--- src/rtl/esa_pkg.sv ---
package esa_pkg;

	// Field widths
	localparam int ANGLE_W  = 14;
	localparam int TIME_W   = 16;
	localparam int SPEED_W  = 24;
	localparam int CFG_W    = 16;
	localparam int CFG_IDX_W = 1;

	// Accumulator widths (up to 128 pairs per window)
	localparam int COUNT_W = 7;
	localparam int DIFF_W  = 16;
	localparam int ASUM_W  = 22;
	localparam int TSUM_W  = 23;

	// Divider widths: numerator = |angle_sum| * 256e6, denominator = 16383 * time_sum
	localparam int MAG_W   = 22;
	localparam int NUM_W   = 49;
	localparam int DEN_W   = 37;
	localparam int QUO_W   = 25;
	localparam int STEP_W  = 6;
	localparam int DIV_STEPS = NUM_W;

	localparam logic [27:0] NUM_SCALE = 28'd256000000;
	localparam logic [DIFF_W-1:0] ANGLE_SPAN = 16'd16383;

	// Saturation limits of the speed magnitude
	localparam logic [QUO_W-1:0] SPEED_POS_MAX = 25'd8388607;
	localparam logic [QUO_W-1:0] SPEED_NEG_MAX = 25'd8388608;

	// Register indexes
	localparam logic [CFG_IDX_W-1:0] REG_MAX_INTERVAL   = 1'd0;
	localparam logic [CFG_IDX_W-1:0] REG_WRAP_THRESHOLD = 1'd1;

	// Register reset values
	localparam logic [TIME_W-1:0]  MAX_INTERVAL_RST   = 16'd2500;
	localparam logic [ANGLE_W-1:0] WRAP_THRESHOLD_RST = 14'd10467;

	typedef enum logic [1:0] {
		ST_IDLE,
		ST_LOAD,
		ST_DIVIDE,
		ST_EMIT
	} state_t;

	// Controller to datapath commands
	typedef struct packed {
		logic accum;
		logic load;
		logic step;
		logic emit;
	} cmd_t;

	// Datapath to controller status
	typedef struct packed {
		logic window_done;
	} stat_t;

endpackage

--- src/rtl/esa_pair_if.sv ---
interface esa_pair_if;
	logic valid;
	logic ready;
	logic [esa_pkg::ANGLE_W-1:0] angle_start;
	logic [esa_pkg::ANGLE_W-1:0] angle_end;
	logic read_error;
	logic [esa_pkg::TIME_W-1:0] elapsed_us;

	modport source(output valid, output angle_start, output angle_end, output read_error,
		output elapsed_us, input ready);
	modport sink(input valid, input angle_start, input angle_end, input read_error,
		input elapsed_us, output ready);
endinterface

--- src/rtl/esa_result_if.sv ---
interface esa_result_if;
	logic valid;
	logic ready;
	logic signed [esa_pkg::SPEED_W-1:0] speed_q8;
	logic zero_time_fault;

	modport source(output valid, output speed_q8, output zero_time_fault, input ready);
	modport sink(input valid, input speed_q8, input zero_time_fault, output ready);
endinterface

--- src/rtl/esa_ctrl.sv ---
module esa_ctrl (
	input  logic clk,
	input  logic arst_n,
	input  logic in_valid,
	output logic in_ready,
	output logic out_valid,
	input  logic out_ready,
	input  esa_pkg::stat_t stat,
	output esa_pkg::cmd_t cmd
);

	localparam logic [esa_pkg::STEP_W-1:0] DIV_LAST = esa_pkg::STEP_W'(esa_pkg::DIV_STEPS - 1);

	esa_pkg::state_t state_q, state_d;
	logic [esa_pkg::STEP_W-1:0] step_q;
	logic out_valid_q;

	// State register, divide step counter and result valid
	always_ff @(posedge clk or negedge arst_n) begin
		if (!arst_n) begin
			state_q     <= esa_pkg::ST_IDLE;
			step_q      <= '0;
			out_valid_q <= 1'b0;
		end else begin
			state_q <= state_d;
			if (cmd.load) begin
				step_q <= '0;
			end else if (cmd.step) begin
				step_q <= step_q + 1'b1;
			end
			if (cmd.emit) begin
				out_valid_q <= 1'b1;
			end else if (out_ready) begin
				out_valid_q <= 1'b0;
			end
		end
	end

	// Next state and commands
	always_comb begin
		state_d   = state_q;
		in_ready  = 1'b0;
		cmd       = '0;
		case (state_q)
			esa_pkg::ST_IDLE: begin
				in_ready  = 1'b1;
				cmd.accum = in_valid;
				if (in_valid && stat.window_done) begin
					state_d = esa_pkg::ST_LOAD;
				end
			end
			esa_pkg::ST_LOAD: begin
				cmd.load = 1'b1;
				state_d  = esa_pkg::ST_DIVIDE;
			end
			esa_pkg::ST_DIVIDE: begin
				cmd.step = 1'b1;
				if (step_q == DIV_LAST) begin
					state_d = esa_pkg::ST_EMIT;
				end
			end
			esa_pkg::ST_EMIT: begin
				// Hold until the result register is free
				if (!out_valid_q || out_ready) begin
					cmd.emit = 1'b1;
					state_d  = esa_pkg::ST_IDLE;
				end
			end
			default: begin
				state_d = esa_pkg::ST_IDLE;
			end
		endcase
	end

	assign out_valid = out_valid_q;

endmodule

--- src/rtl/esa_datapath.sv ---
module esa_datapath #(
	parameter int SAMPLES = 8
) (
	input  logic clk,
	input  logic arst_n,
	input  logic cfg_wen,
	input  logic [esa_pkg::CFG_IDX_W-1:0] cfg_idx,
	input  logic [esa_pkg::CFG_W-1:0] cfg_data,
	input  logic [esa_pkg::ANGLE_W-1:0] angle_start,
	input  logic [esa_pkg::ANGLE_W-1:0] angle_end,
	input  logic read_error,
	input  logic [esa_pkg::TIME_W-1:0] elapsed_us,
	input  esa_pkg::cmd_t cmd,
	output esa_pkg::stat_t stat,
	output logic signed [esa_pkg::SPEED_W-1:0] speed_q8,
	output logic zero_time_fault
);

	localparam logic [esa_pkg::COUNT_W-1:0] COUNT_LAST = esa_pkg::COUNT_W'(SAMPLES - 1);

	logic [esa_pkg::TIME_W-1:0] max_interval_q;
	logic [esa_pkg::ANGLE_W-1:0] wrap_threshold_q;
	logic [esa_pkg::COUNT_W-1:0] count_q;
	logic signed [esa_pkg::ASUM_W-1:0] angle_sum_q;
	logic [esa_pkg::TSUM_W-1:0] time_sum_q;

	logic [esa_pkg::NUM_W-1:0] num_q;
	logic [esa_pkg::DEN_W-1:0] den_q;
	logic [esa_pkg::DEN_W-1:0] rem_q;
	logic [esa_pkg::QUO_W-1:0] quo_q;
	logic ovf_q;
	logic neg_q;
	logic zero_q;
	logic signed [esa_pkg::SPEED_W-1:0] speed_q;
	logic fault_q;

	logic item_ok;
	logic signed [esa_pkg::DIFF_W-1:0] diff_raw, diff_fix, thr_s;
	logic [esa_pkg::MAG_W-1:0] mag;
	logic [esa_pkg::DEN_W:0] trial;
	logic trial_ge;
	logic [esa_pkg::QUO_W-1:0] limit, mag_sat;
	logic [esa_pkg::SPEED_W-1:0] speed_mag;

	// Filter the pair and correct the difference for a zero crossing
	always_comb begin
		item_ok  = !read_error && (elapsed_us <= max_interval_q);
		thr_s    = $signed({2'b00, wrap_threshold_q});
		diff_raw = $signed({2'b00, angle_start}) - $signed({2'b00, angle_end});
		if (diff_raw < -thr_s) begin
			diff_fix = diff_raw + $signed(esa_pkg::ANGLE_SPAN);
		end else if (diff_raw > thr_s) begin
			diff_fix = diff_raw - $signed(esa_pkg::ANGLE_SPAN);
		end else begin
			diff_fix = diff_raw;
		end
	end

	assign stat.window_done = item_ok && (count_q == COUNT_LAST);

	// Configuration registers and running sums
	always_ff @(posedge clk or negedge arst_n) begin
		if (!arst_n) begin
			max_interval_q   <= esa_pkg::MAX_INTERVAL_RST;
			wrap_threshold_q <= esa_pkg::WRAP_THRESHOLD_RST;
			count_q          <= '0;
			angle_sum_q      <= '0;
			time_sum_q       <= '0;
		end else begin
			if (cfg_wen) begin
				case (cfg_idx)
					esa_pkg::REG_MAX_INTERVAL:   max_interval_q <= cfg_data;
					esa_pkg::REG_WRAP_THRESHOLD: wrap_threshold_q <= cfg_data[esa_pkg::ANGLE_W-1:0];
					default: ;
				endcase
			end
			if (cmd.load) begin
				count_q     <= '0;
				angle_sum_q <= '0;
				time_sum_q  <= '0;
			end else if (cmd.accum && item_ok) begin
				count_q     <= count_q + 1'b1;
				angle_sum_q <= angle_sum_q + esa_pkg::ASUM_W'(diff_fix);
				time_sum_q  <= time_sum_q + esa_pkg::TSUM_W'(elapsed_us);
			end
		end
	end

	// Magnitude of the angle sum and one restoring divide step
	always_comb begin
		mag      = angle_sum_q[esa_pkg::ASUM_W-1] ? esa_pkg::MAG_W'(-angle_sum_q)
			: esa_pkg::MAG_W'(angle_sum_q);
		trial    = {rem_q, num_q[esa_pkg::NUM_W-1]};
		trial_ge = trial >= {1'b0, den_q};
	end

	// Saturate the quotient and apply the sign
	always_comb begin
		limit = neg_q ? esa_pkg::SPEED_NEG_MAX : esa_pkg::SPEED_POS_MAX;
		if (ovf_q || (quo_q > limit)) begin
			mag_sat = limit;
		end else begin
			mag_sat = quo_q;
		end
		speed_mag = mag_sat[esa_pkg::SPEED_W-1:0];
	end

	// Load operands, iterate the divider, capture the result
	always_ff @(posedge clk) begin
		if (cmd.load) begin
			num_q  <= esa_pkg::NUM_W'(mag) * esa_pkg::NUM_W'(esa_pkg::NUM_SCALE);
			den_q  <= {time_sum_q, 14'b0} - esa_pkg::DEN_W'(time_sum_q);
			neg_q  <= angle_sum_q[esa_pkg::ASUM_W-1];
			zero_q <= (time_sum_q == '0);
			rem_q  <= '0;
			quo_q  <= '0;
			ovf_q  <= 1'b0;
		end else if (cmd.step) begin
			num_q <= {num_q[esa_pkg::NUM_W-2:0], 1'b0};
			rem_q <= trial_ge ? esa_pkg::DEN_W'(trial - {1'b0, den_q})
				: trial[esa_pkg::DEN_W-1:0];
			quo_q <= {quo_q[esa_pkg::QUO_W-2:0], trial_ge};
			ovf_q <= ovf_q | quo_q[esa_pkg::QUO_W-1];
		end
		if (cmd.emit) begin
			if (zero_q) begin
				speed_q <= '0;
			end else begin
				speed_q <= neg_q ? $signed(-speed_mag) : $signed(speed_mag);
			end
			fault_q <= zero_q;
		end
	end

	assign speed_q8        = speed_q;
	assign zero_time_fault = fault_q;

endmodule

--- src/rtl/encoder_speed_averager.sv ---
// Encoder speed averager. Each request on pair carries two angle readings, an error
// flag and the microseconds between the readings; a pair with an error or a time above
// max_interval_us is dropped. Accepted pairs add their wrap-corrected, inverted angle
// difference and their time to running sums. After SAMPLES accepted pairs one result
// request on result carries the speed in revolutions per second, signed Q8, truncated
// and saturated, or zero_time_fault when the summed time is zero. A pair that does not
// close a window leaves the block ready for the next pair. The pair that closes a window
// is followed by pair.ready low (operand load, 49 steps of a one-bit restoring divider,
// result capture), and the capture stretches while an earlier result is still waiting
// on result.ready. The result waits in an output register while new pairs are taken.
// Registers are written by cfg_wen/cfg_idx/cfg_data:
// index 0 max_interval_us (reset 2500), index 1 wrap_threshold (reset 10467).
module encoder_speed_averager #(
	parameter int SAMPLES = 8
) (
	input  logic clk,
	input  logic arst_n,
	esa_pair_if.sink pair,
	esa_result_if.source result,
	input  logic cfg_wen,
	input  logic [esa_pkg::CFG_IDX_W-1:0] cfg_idx,
	input  logic [esa_pkg::CFG_W-1:0] cfg_data
);

	esa_pkg::cmd_t cmd;
	esa_pkg::stat_t stat;

	esa_ctrl u_ctrl (
		.clk       (clk),
		.arst_n    (arst_n),
		.in_valid  (pair.valid),
		.in_ready  (pair.ready),
		.out_valid (result.valid),
		.out_ready (result.ready),
		.stat      (stat),
		.cmd       (cmd)
	);

	esa_datapath #(
		.SAMPLES (SAMPLES)
	) u_datapath (
		.clk             (clk),
		.arst_n          (arst_n),
		.cfg_wen         (cfg_wen),
		.cfg_idx         (cfg_idx),
		.cfg_data        (cfg_data),
		.angle_start     (pair.angle_start),
		.angle_end       (pair.angle_end),
		.read_error      (pair.read_error),
		.elapsed_us      (pair.elapsed_us),
		.cmd             (cmd),
		.stat            (stat),
		.speed_q8        (result.speed_q8),
		.zero_time_fault (result.zero_time_fault)
	);

endmodule

--- src/flat_wrapper.sv ---
// flat-port wrapper written by rule: the top's interface ports become plain ports
module encoder_speed_averager_flat 
#(
	parameter int SAMPLES = 8
)
  (clk, arst_n, cfg_wen, cfg_idx, cfg_data, pair_valid, pair_angle_start, pair_angle_end, pair_read_error, pair_elapsed_us, pair_ready, result_valid, result_speed_q8, result_zero_time_fault, result_ready);
  esa_pair_if pair_i ();
  esa_result_if result_i ();
  input  logic clk;
  input  logic arst_n;
  input  logic cfg_wen;
  input  logic [esa_pkg::CFG_IDX_W-1:0] cfg_idx;
  input  logic [esa_pkg::CFG_W-1:0] cfg_data;
  input wire logic [$bits(pair_i.valid)-1:0] pair_valid;
  input wire logic [$bits(pair_i.angle_start)-1:0] pair_angle_start;
  input wire logic [$bits(pair_i.angle_end)-1:0] pair_angle_end;
  input wire logic [$bits(pair_i.read_error)-1:0] pair_read_error;
  input wire logic [$bits(pair_i.elapsed_us)-1:0] pair_elapsed_us;
  output wire logic [$bits(pair_i.ready)-1:0] pair_ready;
  output wire logic [$bits(result_i.valid)-1:0] result_valid;
  output wire logic [$bits(result_i.speed_q8)-1:0] result_speed_q8;
  output wire logic [$bits(result_i.zero_time_fault)-1:0] result_zero_time_fault;
  input wire logic [$bits(result_i.ready)-1:0] result_ready;
  assign pair_i.valid = pair_valid;
  assign pair_i.angle_start = pair_angle_start;
  assign pair_i.angle_end = pair_angle_end;
  assign pair_i.read_error = pair_read_error;
  assign pair_i.elapsed_us = pair_elapsed_us;
  assign pair_ready = pair_i.ready;
  assign result_valid = result_i.valid;
  assign result_speed_q8 = result_i.speed_q8;
  assign result_zero_time_fault = result_i.zero_time_fault;
  assign result_i.ready = result_ready;
  encoder_speed_averager #(.SAMPLES(SAMPLES)) u_core (.clk(clk), .arst_n(arst_n), .pair(pair_i), .result(result_i), .cfg_wen(cfg_wen), .cfg_idx(cfg_idx), .cfg_data(cfg_data));
endmodule
--- config.mk ---
export PLATFORM = sky130hd
export DESIGN_NAME = encoder_speed_averager_flat
export DESIGN_NICKNAME = d
export VERILOG_FILES = /design/src/rtl/esa_pkg.sv /design/src/rtl/esa_pair_if.sv /design/src/rtl/esa_result_if.sv /design/src/rtl/esa_ctrl.sv /design/src/rtl/esa_datapath.sv /design/src/rtl/encoder_speed_averager.sv /design/src/flat_wrapper.sv
export SDC_FILE = /design/constraint.sdc
export NUM_CORES = 1
export LEC_CHECK = 0
export ABC_AREA = 1
export BUFFER_PORTS_ARGS = -buffer_cell sky130_fd_sc_hd__clkbuf_2
export CAP_MARGIN = 30
export CORE_MARGIN = 1
export CORE_UTILIZATION = 55
export DETAILED_ROUTE_END_ITERATION = 16
export PLACE_DENSITY = 0.72
export SYNTH_ARGS = -nofsm -noshare
export SYNTH_HDL_FRONTEND = slang
export SYNTH_SLANG_ARGS = --single-unit
export TNS_END_PERCENT = 1
--- constraint.sdc ---
create_clock -name clk -period 8.5 [get_ports clk]
set_input_delay 1.275 -clock clk [delete_from_list [all_inputs] [get_ports clk]]
set_output_delay 1.275 -clock clk [all_outputs]
set_load 0.02 [all_outputs]
==> summary.md <==
| Metric | Value |
|---|---|
| Status | `finished clean` |
| Share of the synthesized area in the top cell type | `around 15%` |
| Buf/Inv on CP | `6` |
| Largest family of logic cells by synthesized area | `simple AND/OR/NAND/NOR gates` |
| Synth async-reset ratio | `35.97%` |
| Placer Congestion | `around 0.97` |
| Detailed-route DRC error count | `0` |
| Max Cap Viol | `0` |
| Synth Area in XOR/XNOR | `4.995%` |
| Synth Area in Simple Gates | `22.50%` |
| Rows | `77` |
| Dominant cells by area after synthesis | `ha_1, edfxtp_1, nand2_1` |
| Pre-CTS setup slack | `998.5 ps` |
| Final Setup Violations | `0` |
| DP HPWL | `49660 um` |
| Cts bufs inserted | `29` |
| Hold path depth | `2` |
| Syn Area/Cell | `about 7.4 sq um` |
| Worst Hold Class | `register to register` |
| Clock buffer depth | `3` |
| Crit Path Category | `register to register` |
| Reg-to-Reg Start | `u_core.u_datapath.angle_sum_q[0]` |
| Flops & latches, synth | `253` |
| GRT Total Usage | `27.70%` |
| PD cells | `116.8 mW/mm^2` |
| Chip Height | `213.9 um` |
| Synth unique cells | `64` |
| Starting Density | `55.85%` |
| Final Critical Period | `7510 ps` |
| Ant. Diodes | `0` |
| Relative slew slack | `34.77%` |
| CORE AREA | `0.04422 sq mm` |
| IO Port Bufs | `93` |
| Synthesis-to-layout area growth | `8.521%` |
| DP Area | `0.02573 sq mm` |
| Fin worst setup slack | `just under 1000 ps` |
| Hold path endpoint | `u_core.u_datapath.rem_q[12]` |
| Share of cells above drive strength 1 | `6.858%` |
| Initial antenna violation count | `0` |
| Dominant synthesized flop cell | `edfxtp_1` |
| Placed cells | `3950` |
| Hold Startpoint | `u_core.u_datapath.rem_q[11]` |
| DIE WIDTH | `~210 um` |
| Vias per cell | `5.536` |
| Fin Setup TNS | `0 ps` |
| Largest delay share family, worst path | `adder cells` |
| Yosys warns | `0` |
| Setup Buffers After CTS | `0` |
| Crit path launch type | `register` |
| Vias in the first global route | `22390` |
| Worst path slowest cell | `fa_1` |
| CTS tree | `built` |
| Global-route wire length before repair | `106100 um` |
| Post-synth net total | `3773` |
| Mapped Cells | `3324` |
| Fin. Hold Viols | `0` |
| Setup crit end kind | `register` |
| Max Clock Freq | `0.1332 GHz` |
| Fin crit share | `88.36%` |
| WL/cell | `~16 um` |
| Worst-margin pin slew | `978.4 ps` |
| Root Driver | `clkbuf_16` |
| P_leak | `14.23 nW` |
| Ports | `94` |
| FF-to-FF setup slack | `around 990 ps` |
| Adder-cell area share of the yosys netlist | `21.91%` |
| Clock Sinks | `253` |
| Filler instances | `4090` |
| Skew final | `12.30 ps` |
| Crit path arrival time | `7810 ps` |
| Vias | `22170` |
| Final Instance Area | `~0.027 sq mm` |
| First DRT Iteration DRCs | `1439` |
| Compound-cell area share of the yosys netlist | `between 10% and 20%` |
| Largest net degree at the start of global routing | `87` |
| H-tree depth | `1` |
| RSZ-0062 raised after global routing | `false` |
| GRT Residual Overflow | `0` |
| DR pass1 iterations | `8` |
| CP Max Fanout | `9` |
| Final ANT Viol Nets | `0` |
| Final Non-Filler Cells | `4004` |
| Area leader, netlist | `ha_1` |
| Worst Path Required | `about 8800 ps` |
| Cell area after synthesis | `0.02470 sq mm` |
| Register area share after synthesis | `between 20% and 30%` |
| VDD IR max | `0.1364 mV` |
| Max Transition Viols Final | `0` |
| Post-CTS resize count | `0` |
| Final nets | `between 3000 and 4000` |
| Crit-path most repeated cell | `inv_1` |
| Mux cell area share after synthesis | `0%` |
| Die area | `0.04576 sq mm` |
| R2R depth | `28` |
| Most common cell in the netlist | `nand2_1` |
| Clk Latency, worst-skew pair | `about 570 ps` |
| Hold bufs inserted after CTS | `0` |
| Drt total wl | `62820 um` |
| Worst-path clk slew | `about 60 ps` |
| Reg-to-reg critical path endpoint | `u_core.u_datapath.num_q[47]` |
| Commonest cells in the netlist | `nand2_1, inv_1, ha_1` |
| Hold_ws | `479.2 ps` |
| Post-synth EDFFs | `99` |
| Worst stage delay on the critical path | `590 ps` |
-- final cells by class --
| cell class | instances | area (sq um) | area share (%) |
|---|---|---|---|
| Clock buffer | 32 | 757.0 | 2.824 |
| Clock inverter | 21 | 284.0 | 1.060 |
| Inverter | 546 | 2049 | 7.647 |
| Multi-Input combinational cell | 2452 | 15820 | 59.04 |
| Sequential cell | 253 | 6526 | 24.35 |
| Tap cell | 592 | 740.7 | 2.764 |
| Timing Repair Buffer | 108 | 620.6 | 2.315 |
-- logic make-up after synthesis --
kind of cell / Yosys count
AOI/OAI and AO/OA: 641
xor gates and xnor gates: 140
adders and majority gates: 382
buffers and inverters: 619
DFF: 253
and+or+nand+nor: 1289
-- report_power, final --
part / internal [mW] / switching, mW / leakage, nW
logic: 0.164 / 0.300 / 11.1
clock network: 0.827 / 0.544 / 0.498
registers: 1.28 / 0.0150 / 2.67
total: 2.27 / 0.860 / 14.2
-- how the worst max path moves through the flow --
stage / depth (start not counted) / slack (ps) / to / startpoint
3_3_place_gp: 28 / 1120 / u_core.u_datapath.num_q[47] / u_core.u_datapath.angle_sum_q[0]
3_5_place_dp: 28 / 1000 / u_core.u_datapath.num_q[47] / u_core.u_datapath.angle_sum_q[0]
6_report: 28 / 990 / u_core.u_datapath.num_q[47] / u_core.u_datapath.angle_sum_q[0]
2_1_floorplan: 33 / 1830 / u_core.u_datapath.num_q[48] / u_core.u_datapath.angle_sum_q[0]
5_1_grt: 33 / 340 / u_core.u_datapath.num_q[48] / u_core.u_datapath.angle_sum_q[0]
4_1_cts: 28 / 940 / u_core.u_datapath.num_q[47] / u_core.u_datapath.angle_sum_q[0]
-- per-stage QoR --
step,total power [mW],utilization [%]
after floorplan,1.646,-
after detailed placement,1.778,58.19
after CTS,3.151,60.55
after global routing,3.273,60.61
after global placement,1.760,58.13
final,3.131,60.61
-- per-layer routing --
| layer | routed length, um | up-vias | global-route usage (%) |
|---|---|---|---|
| li1 | - | 11130 | - |
| met1 | 27710 | 10440 | 34.67 |
| met2 | 30910 | 492 | 50.10 |
| met3 | 2628 | 101 | 2.559 |
| met4 | 1569 | 0 | 8.561 |
| met5 | 0 | - | 0 |
-- registers in the layout (all words and copies together) (netlist names) --
name,count
u_core.u_ctrl.out_valid,1
u_core.u_ctrl.state_q,2
u_core.u_ctrl.step_q,6
u_core.u_datapath.angle_sum_q,22
u_core.u_datapath.count_q,7
u_core.u_datapath.den_q,37
u_core.u_datapath.max_interval_q,16
u_core.u_datapath.neg_q,1
u_core.u_datapath.num_q,35
u_core.u_datapath.ovf_q,1
u_core.u_datapath.quo_q,25
u_core.u_datapath.rem_q,37
u_core.u_datapath.speed_q8,24
u_core.u_datapath.time_sum_q,23
u_core.u_datapath.wrap_threshold_q,14
u_core.u_datapath.zero_q,1
u_core.u_datapath.zero_time_fault,1
-- worst reg2reg max path: cells and delay by family, from the launching register on --
family | cells | cell delay (ps)
AO/OA/AOI/OAI | 3 | 620
adder cells (fa/ha/maj) | 8 | 3070
flip-flops | 1 | 490
XOR/XNOR | 1 | 480
AND/OR/NAND/NOR | 10 | 1930
buffers and inverters | 6 | 660
-- cell usage in the layout (no fill, tap or decap), types with 8 or more instances in the layout --
master	n
nor2_1	269
o21bai_1	14
o21ai_0	224
nand3_2	8
nor4_1	15
dfstp_2	12
nand2_1	678
nor2_2	9
a21o_1	17
clkbuf_16	29
o31ai_1	18
nor3_1	44
o21a_1	13
nand4_1	41
inv_1	542
fa_1	84
dfxtp_1	63
a22oi_1	12
or2_2	15
nand3_1	167
o21ai_1	10
nand3b_1	15
a21oi_1	240
clkbuf_2	92
edfxtp_1	99
a31oi_1	38
dfrtp_1	79
o211ai_1	14
buf_4	14
xor2_1	111
xnor2_1	28
ha_1	296
Note: power is estimated with default switching activity, not from simulation.
